--- config.mk ---
export PLATFORM = sky130hd
export DESIGN_NAME = ntfs_runlist_decoder
export DESIGN_NICKNAME = d
export VERILOG_FILES = /design/src/hw/rtl/rld_pkg.sv /design/src/hw/rtl/rld_decode.sv /design/src/hw/rtl/rld_outbuf.sv /design/src/hw/rtl/ntfs_runlist_decoder.sv
export VERILOG_INCLUDE_DIRS = /design/src /design/src/hw/rtl
export SDC_FILE = /design/constraint.sdc
export NUM_CORES = 1
export LEC_CHECK = 0
export BUFFER_PORTS_ARGS = -buffer_cell sky130_fd_sc_hd__buf_2
export CAP_MARGIN = 10
export CORE_AREA = 4 4 225 227
export CTS_CLUSTER_SIZE = 12
export DETAILED_ROUTE_END_ITERATION = 8
export DIE_AREA = 0 0 229 231
export GPL_ROUTABILITY_DRIVEN = 0
export GPL_TIMING_DRIVEN = 0
export PLACE_DENSITY = 0.78
export SETUP_SLACK_MARGIN = 0.3
export SYNTH_ARGS = -nofsm -noshare
export SYNTH_HDL_FRONTEND = slang
export SYNTH_SLANG_ARGS = --single-unit
--- constraint.sdc ---
create_clock -name clk -period 18.4 [get_ports clk]
set_input_delay 2.76 -clock clk [delete_from_list [all_inputs] [get_ports clk]]
set_output_delay 2.76 -clock clk [all_outputs]
set_load 0.1 [all_outputs]
--- src/hw/rtl/assert_macros.svh ---
// assertion macros shared by the rld modules
// clocked on clk and disabled while rst_n is low; empty when SYNTHESIS is set
`ifndef ASSERT_MACROS_SVH
`define ASSERT_MACROS_SVH

`ifndef SYNTHESIS
`define RLD_ASSERT(lbl, prop, msg) \
  lbl: assert property (@(posedge clk) disable iff (!rst_n) prop) else $error(msg);
`define RLD_ASSERT_NEXT(lbl, pre, post, msg) \
  lbl: assert property (@(posedge clk) disable iff (!rst_n) pre |=> post) else $error(msg);
`else
`define RLD_ASSERT(lbl, prop, msg)
`define RLD_ASSERT_NEXT(lbl, pre, post, msg)
`endif

`endif

--- src/hw/rtl/rld_pkg.sv ---
// types and constants for the run list decoder
// no dependencies
`timescale 1ns / 1ps

package rld_pkg;

  localparam logic [3:0] MAX_FIELD_BYTES = 4'd8;
  localparam int         LANES           = 8;

  typedef enum logic [1:0] {
    PH_HEADER = 2'd0,
    PH_LENGTH = 2'd1,
    PH_OFFSET = 2'd2
  } phase_t;

  typedef enum logic [1:0] {
    ST_RUN = 2'd0,
    ST_END = 2'd1,
    ST_BAD = 2'd2
  } status_t;

  typedef struct packed {
    status_t     status;
    logic [63:0] cluster;
    logic [63:0] length;
    logic        sparse;
  } result_t;

endpackage

--- src/hw/rtl/rld_decode.sv ---
// byte-wise decode of the mapping pairs stream: phase, counters, accumulators
// depends on rld_pkg and assert_macros.svh
`timescale 1ns / 1ps
`include "assert_macros.svh"

module rld_decode import rld_pkg::*; (
  input  logic       clk,
  input  logic       rst_n,
  input  logic       take,
  input  logic [7:0] byte_in,
  output logic       res_valid,
  output result_t    res
);

  phase_t      phase_r,       phase_nxt;
  logic [3:0]  length_size_r, length_size_nxt;
  logic [3:0]  offset_size_r, offset_size_nxt;
  logic [2:0]  byte_index_r,  byte_index_nxt;
  logic [63:0] length_acc_r,  length_acc_nxt;
  logic [63:0] delta_acc_r,   delta_acc_nxt;
  logic [63:0] cluster_acc_r, cluster_acc_nxt;

  logic [3:0]  count;
  logic [63:0] len_merged;
  logic [63:0] delta_merged;
  logic [63:0] delta_ext;
  logic [63:0] cluster_sum;
  logic [3:0]  lc;
  logic [3:0]  oc;

  assign count = {1'b0, byte_index_r} + 4'd1;
  assign lc    = byte_in[3:0];
  assign oc    = byte_in[7:4];

  // lane merge of the current byte, plus sign fill above the top offset byte
  always_comb begin
    for (int i = 0; i < LANES; i++) begin
      len_merged[i*8 +: 8]   = length_acc_r[i*8 +: 8];
      delta_merged[i*8 +: 8] = delta_acc_r[i*8 +: 8];
      if (byte_index_r == 3'(i)) begin
        len_merged[i*8 +: 8]   = length_acc_r[i*8 +: 8] | byte_in;
        delta_merged[i*8 +: 8] = delta_acc_r[i*8 +: 8] | byte_in;
      end
      if (4'(i) >= offset_size_r) begin
        delta_ext[i*8 +: 8] = {8{byte_in[7]}};
      end else begin
        delta_ext[i*8 +: 8] = delta_merged[i*8 +: 8];
      end
    end
  end

  assign cluster_sum = cluster_acc_r + delta_ext;

  always_comb begin
    phase_nxt       = phase_r;
    length_size_nxt = length_size_r;
    offset_size_nxt = offset_size_r;
    byte_index_nxt  = byte_index_r;
    length_acc_nxt  = length_acc_r;
    delta_acc_nxt   = delta_acc_r;
    cluster_acc_nxt = cluster_acc_r;
    res_valid       = 1'b0;
    res.status      = ST_RUN;
    res.cluster     = '0;
    res.length      = '0;
    res.sparse      = 1'b0;
    case (phase_r)
      PH_LENGTH: begin
        length_acc_nxt = len_merged;
        byte_index_nxt = byte_index_r + 3'd1;
        if (count >= length_size_r) begin
          byte_index_nxt = '0;
          if (offset_size_r == 4'd0) begin
            phase_nxt  = PH_HEADER;
            res_valid  = 1'b1;
            res.length = len_merged;
            res.sparse = 1'b1;
          end else begin
            phase_nxt = PH_OFFSET;
          end
        end
      end
      PH_OFFSET: begin
        delta_acc_nxt  = delta_merged;
        byte_index_nxt = byte_index_r + 3'd1;
        if (count >= offset_size_r) begin
          cluster_acc_nxt = cluster_sum;
          phase_nxt       = PH_HEADER;
          byte_index_nxt  = '0;
          res_valid       = 1'b1;
          res.cluster     = cluster_sum;
          res.length      = length_acc_r;
        end
      end
      default: begin
        phase_nxt = PH_HEADER;
        if (byte_in == 8'd0) begin
          cluster_acc_nxt = '0;
          res_valid       = 1'b1;
          res.status      = ST_END;
        end else if (lc == 4'd0 || lc > MAX_FIELD_BYTES || oc > MAX_FIELD_BYTES) begin
          res_valid  = 1'b1;
          res.status = ST_BAD;
        end else begin
          length_size_nxt = lc;
          offset_size_nxt = oc;
          byte_index_nxt  = '0;
          length_acc_nxt  = '0;
          delta_acc_nxt   = '0;
          phase_nxt       = PH_LENGTH;
        end
      end
    endcase
  end

  always_ff @(posedge clk) begin
    if (!rst_n) begin
      phase_r       <= PH_HEADER;
      length_size_r <= '0;
      offset_size_r <= '0;
      byte_index_r  <= '0;
      length_acc_r  <= '0;
      delta_acc_r   <= '0;
      cluster_acc_r <= '0;
    end else if (take) begin
      phase_r       <= phase_nxt;
      length_size_r <= length_size_nxt;
      offset_size_r <= offset_size_nxt;
      byte_index_r  <= byte_index_nxt;
      length_acc_r  <= length_acc_nxt;
      delta_acc_r   <= delta_acc_nxt;
      cluster_acc_r <= cluster_acc_nxt;
    end
  end

  `RLD_ASSERT(a_offset_has_bytes, (phase_r == PH_OFFSET) |-> (offset_size_r != 4'd0), "offset phase with zero offset count")
  `RLD_ASSERT(a_len_index_in_range, (phase_r == PH_LENGTH) |-> ({1'b0, byte_index_r} < length_size_r), "length byte index past length count")
  `RLD_ASSERT_NEXT(a_end_clears_cluster, take && res_valid && res.status == ST_END, cluster_acc_r == 64'd0, "end of list did not clear cluster")

endmodule

--- src/hw/rtl/rld_outbuf.sv ---
// two-entry result buffer: output register plus skid register
// depends on rld_pkg and assert_macros.svh
`timescale 1ns / 1ps
`include "assert_macros.svh"

module rld_outbuf import rld_pkg::*; (
  input  logic    clk,
  input  logic    rst_n,
  input  logic    push,
  input  result_t push_data,
  output logic    can_take,
  output logic    out_valid,
  input  logic    out_stall,
  output result_t out_data
);

  logic    out_valid_r,  out_valid_nxt;
  logic    skid_valid_r, skid_valid_nxt;
  result_t out_data_r,   out_data_nxt;
  result_t skid_data_r,  skid_data_nxt;
  logic    pop;

  assign pop       = out_valid_r && !out_stall;
  assign can_take  = !skid_valid_r;
  assign out_valid = out_valid_r;
  assign out_data  = out_data_r;

  always_comb begin
    out_valid_nxt  = out_valid_r;
    skid_valid_nxt = skid_valid_r;
    out_data_nxt   = out_data_r;
    skid_data_nxt  = skid_data_r;
    if (pop || !out_valid_r) begin
      if (skid_valid_r) begin
        out_data_nxt   = skid_data_r;
        out_valid_nxt  = 1'b1;
        skid_valid_nxt = 1'b0;
      end else begin
        out_data_nxt  = push_data;
        out_valid_nxt = push;
      end
    end else if (push) begin
      // output held, park the new result
      skid_data_nxt  = push_data;
      skid_valid_nxt = 1'b1;
    end
  end

  always_ff @(posedge clk) begin
    if (!rst_n) begin
      out_valid_r  <= 1'b0;
      skid_valid_r <= 1'b0;
    end else begin
      out_valid_r  <= out_valid_nxt;
      skid_valid_r <= skid_valid_nxt;
    end
  end

  always_ff @(posedge clk) begin
    out_data_r  <= out_data_nxt;
    skid_data_r <= skid_data_nxt;
  end

  `RLD_ASSERT(a_skid_needs_out, skid_valid_r |-> out_valid_r, "skid entry without output entry")
  `RLD_ASSERT(a_no_push_when_full, push |-> !skid_valid_r, "result pushed into full buffer")
  `RLD_ASSERT_NEXT(a_skid_moves_up, skid_valid_r && !out_stall, out_valid_r && out_data_r == $past(skid_data_r), "skid entry not moved to output")

endmodule

--- src/hw/rtl/ntfs_runlist_decoder.sv ---
// channel  | ports                                                       | dir
// input    | in_valid, in_stall, in_byte                                 | in
// result   | out_valid, out_stall, out_status, out_run_cluster,
//          | out_run_length, out_run_sparse                              | out
// one stream byte is taken per cycle while in_stall is low; a result is registered
// into the output buffer by the header, last length byte or last offset byte that completes it.
// the decode state is updated in the cycle the byte is taken, and the 64-bit
// cluster add sits between the state registers and the output register.
// a two-entry output buffer keeps input flowing while one result is stalled.
// reset (rst_n low, synchronous) returns to awaiting a header with cluster 0.
// depends on rld_pkg, rld_decode, rld_outbuf
`timescale 1ns / 1ps

module ntfs_runlist_decoder import rld_pkg::*; (
  input  logic               clk,
  input  logic               rst_n,
  input  logic               in_valid,
  output logic               in_stall,
  input  logic [7:0]         in_byte,
  output logic               out_valid,
  input  logic               out_stall,
  output logic [1:0]         out_status,
  output logic signed [63:0] out_run_cluster,
  output logic [63:0]        out_run_length,
  output logic               out_run_sparse
);

  logic    take;
  logic    can_take;
  logic    res_valid;
  result_t res;
  result_t out_data;

  assign in_stall = !can_take;
  assign take     = in_valid && can_take;

  rld_decode u_decode (
    .clk       (clk),
    .rst_n     (rst_n),
    .take      (take),
    .byte_in   (in_byte),
    .res_valid (res_valid),
    .res       (res)
  );

  rld_outbuf u_outbuf (
    .clk       (clk),
    .rst_n     (rst_n),
    .push      (take && res_valid),
    .push_data (res),
    .can_take  (can_take),
    .out_valid (out_valid),
    .out_stall (out_stall),
    .out_data  (out_data)
  );

  assign out_status      = out_data.status;
  assign out_run_cluster = $signed(out_data.cluster);
  assign out_run_length  = out_data.length;
  assign out_run_sparse  = out_data.sparse;

endmodule
==> flow_summary_export.csv <==
group,metric,value,unit
run_status,status,"complete, no violations",
routing,post_drt_wl_per_cell,21.8,um
worst_hold_path,hold_path_class,"reg -> reg",
logic_synthesis,synthesis.area,24200,um2
pwr,power_density,89.9,nW/um2
finish,final_common_cell,"nand2_1",
critical_path,cp_top_family,"compound AO/OA/AOI/OAI gates",
critical_path,path_buf_inv,3,
critical_path,cp.required,18.75,ns
cts,clk_latency,0.60,ns
global_routing,grt_max_degree,73,
pwr,ir_drop,64.3,uV
routing,drt-initial-drc-count,2531,
sta,rsz0062_at_grt,"false",
cts,cts_made_buffers,49,
routing,wl,73.7,mm
routing,ant_nets,0,
logic_synthesis,yosysWarningCount,0,
logic_synthesis,synth_top_cells_by_area,"edfxtp_1 (33%), dfxtp_1 (17%), nand2_1 (5.4%)",
logic_synthesis,ys_types,71,
logic_synthesis,syn_area_per_cell,9.61,um2
critical_path,crit_path_start_kind,"input pin",
global_routing,antenna_found_initial,1,
logic_synthesis,ys_ff_latch,469,
critical_path,cp_slowest_cell,"clkbuf_1",
global_routing,grt_remaining_overflow,0,
sta,tightest_slew,1.13,ns
placement,place_area,25800,um2
logic_synthesis,syn-num-nets,2626,
placement,portBuffers,141,
routing,vias_per_cell,6.20,
cts,cts-root-buf,"clkbuf_16",
floorplanning,initial_core_util,49.7,%
global_routing,grt_pass1_wl,112,mm
cts,post_cts_buffers,0,
finish,final_area,27400,um2
finish,drive_above_1_share,10.3,%
sta,clock.fmax,138,MHz
cts,htreeDepth,2,
sta,finalCritPeriodShare,39.5,%
floorplanning,rows,81,
placement,dpl.hpwl,54.5,mm
pwr,p_total,2470,uW
finish,final_net_count,2831,
cts,cts_resized,0,
floorplanning,dieWidth,229,um
critical_path,path_class,"in -> reg",
logic_synthesis,yosysSeqAreaShare,49.7,%
cts,clock-sinks,469,
floorplanning,coreArea,48600,um2
floorplanning,die_y,231,um
critical_path,endpoint_kind,"flip-flop",
sta,clock_skew,0.0195,ns
critical_path,crit_arrival,7.61,ns
finish,syn2layout_area_growth,13.5,%
sta,min_period,7.26,ns
routing,drt-pass1-iter-count,7,
logic_synthesis,synth_ff_type,"edfxtp_1",
logic_synthesis,synth-edff-count,262,
routing,via_count,20971,
floorplanning,ioPinCount,145,
cts,clk_pin_slew,0.06,ns
critical_path,crit_fanout,10,
routing,route.detailed.drc,0,
finish,final_cell_mix,"nand2_1 (344), edfxtp_1 (262), nor2_1 (219)",
sta,finalSetupViolCount,0,
cts,cts_tree,"yes",
logic_synthesis,netlist_instances,2515,
critical_path,crit_chain,"clkbuf_1 -> clkbuf_1 -> clkbuf_1 -> nor2_1 -> a21oi_1 -> ha_1 -> nand2_1 -> nor4_1 -> o2111ai_1 -> a21oi_1 -> o2111ai_1 -> a21boi_0 -> a21oi_1 -> xnor2_1 -> a22o_1",
sta,finalHoldViolations,0,
finish,final.fill_count,4150,
logic_synthesis,synth_top_cell_area_share,32.5,%
sta,relSlewSlack,24.4,%
global_routing,grtUsageTotal,26.7,%
job,cap_violations,0,
sta,slew_violations,0,
pwr,p_leak,0.0102,uW
logic_synthesis,synth-async-reset-ratio,0,%
critical_path,slowest_delay,0.61,ns
finish,final_util,56.4,%
logic_synthesis,synth_area_leader_cell,"edfxtp_1",
cts,cts_hold_buf,0,
cts,clockBufferDepth,3,
global_routing,grt_pass1_vias,20135,
floorplanning,fp.dieArea,52900,um2
-- per-stage QoR --
stage               std cells  setup TNS, ns  setup slack (ns)  hold slack, ns
floorplan                2515              0              1.91           0.428
global placement         3278        -724.43             -5.54           0.437
detailed placement       3291              0             10.75           0.450
CTS                      3383              0             11.36           0.464
global route             3384              0             11.04           0.488
finish                   3384              0             11.14           0.464
-- routing by layer --
metal | vias up | GRT usage [%] | wire length, um
met2 | 1235 | 44.0 | 33600
met5 | - | 0 | 0
met3 | 292 | 4.76 | 6850
met4 | 0 | 13.3 | 4280
li1 | 9573 | - | -
met1 | 9871 | 34.1 | 29000
-- tightest hold or removal path: stages, from the launching register on --
cell and delay (ns):
dfxtp_1 0.33, nand2_1 0.05, o21ai_0 0.06
-- area by class of cell --
cell class	instances	area [um2]	share of cell area, %
repair buffers	154	876	3.19
clock inverters	11	136	0.497
inverters	53	199	0.725
flip-flops and latches	469	12000	43.8
clock buffers	81	1450	5.27
multi-input cells	1798	11200	40.8
well taps	622	778	2.84
plain buffers	195	785	2.86
diodes	1	2.50	0.00912
-- cell families after synthesis --
kind of cell,after synthesis,synth area share (%)
fa+ha+maj,99,5.15
flops,469,49.7
xor+xnor,62,2.25
simple gates,841,16.1
compound gates,774,21.8
buf+inv,248,4.07
mux,22,0.973
-- power by group --
| part | total, uW | internal (uW) | leakage, uW | switching (uW) |
|---|---|---|---|---|
| Sequential | 1130 | 1120 | 0.00435 | 6.58 |
| Combinational | 340 | 66.3 | 0.00504 | 274 |
| Clock | 993 | 578 | 0.000773 | 415 |
-- cell usage after synthesis, types with 4 or more instances --
library cell and number:
dfxtp_1 207, nand2b_1 14, a211o_1 5, nand4_1 27
xnor2_1 39, o31a_1 23, nor3b_1 13, and3_1 29
a211oi_1 8, a32oi_1 80, xor2_1 23, a22o_1 31
and2_1 32, ha_1 98, o21bai_1 12, buf_1 13
a21o_1 33, a21oi_1 123, o21ai_1 12, nor2_1 219
o31ai_1 85, mux2i_1 10, nor3_1 20, inv_1 53
nand3_1 11, nand2_1 345, a22oi_1 69, mux2_2 12
o21ai_0 165, clkbuf_1 159, buf_2 18, or3_1 4
nor2b_1 105, a21boi_0 63, a31oi_1 25, o211ai_1 10
o21a_1 6, edfxtp_1 262
-- sequential cells by signal, indices dropped and copies added (netlist names) --
signal / cells
u_decode.cluster_acc_r: 64
u_decode.phase_r: 2
u_decode.length_size_r: 4
u_decode.offset_size_r: 4
u_outbuf.skid_data_r: 131
u_decode.byte_index_r: 3
u_outbuf.out_data: 131
u_decode.length_acc_r: 64
u_outbuf.skid_valid_r: 1
u_outbuf.out_valid: 1
u_decode.delta_acc_r: 64
-- path summary, 6_finish.rpt --
check	depth (start not counted)	start	slack, ns	endpoint
min	2	u_decode.cluster_acc_r[39]	0.46	u_decode.cluster_acc_r[39]
max	15	in_byte[7]	11.14	u_outbuf.out_data[125]
max reg2reg	19	u_decode.byte_index_r[0]	12.77	u_outbuf.out_data[125]
min reg2reg	2	u_decode.cluster_acc_r[39]	0.46	u_decode.cluster_acc_r[39]
Note: power is estimated with default switching activity, not from simulation.
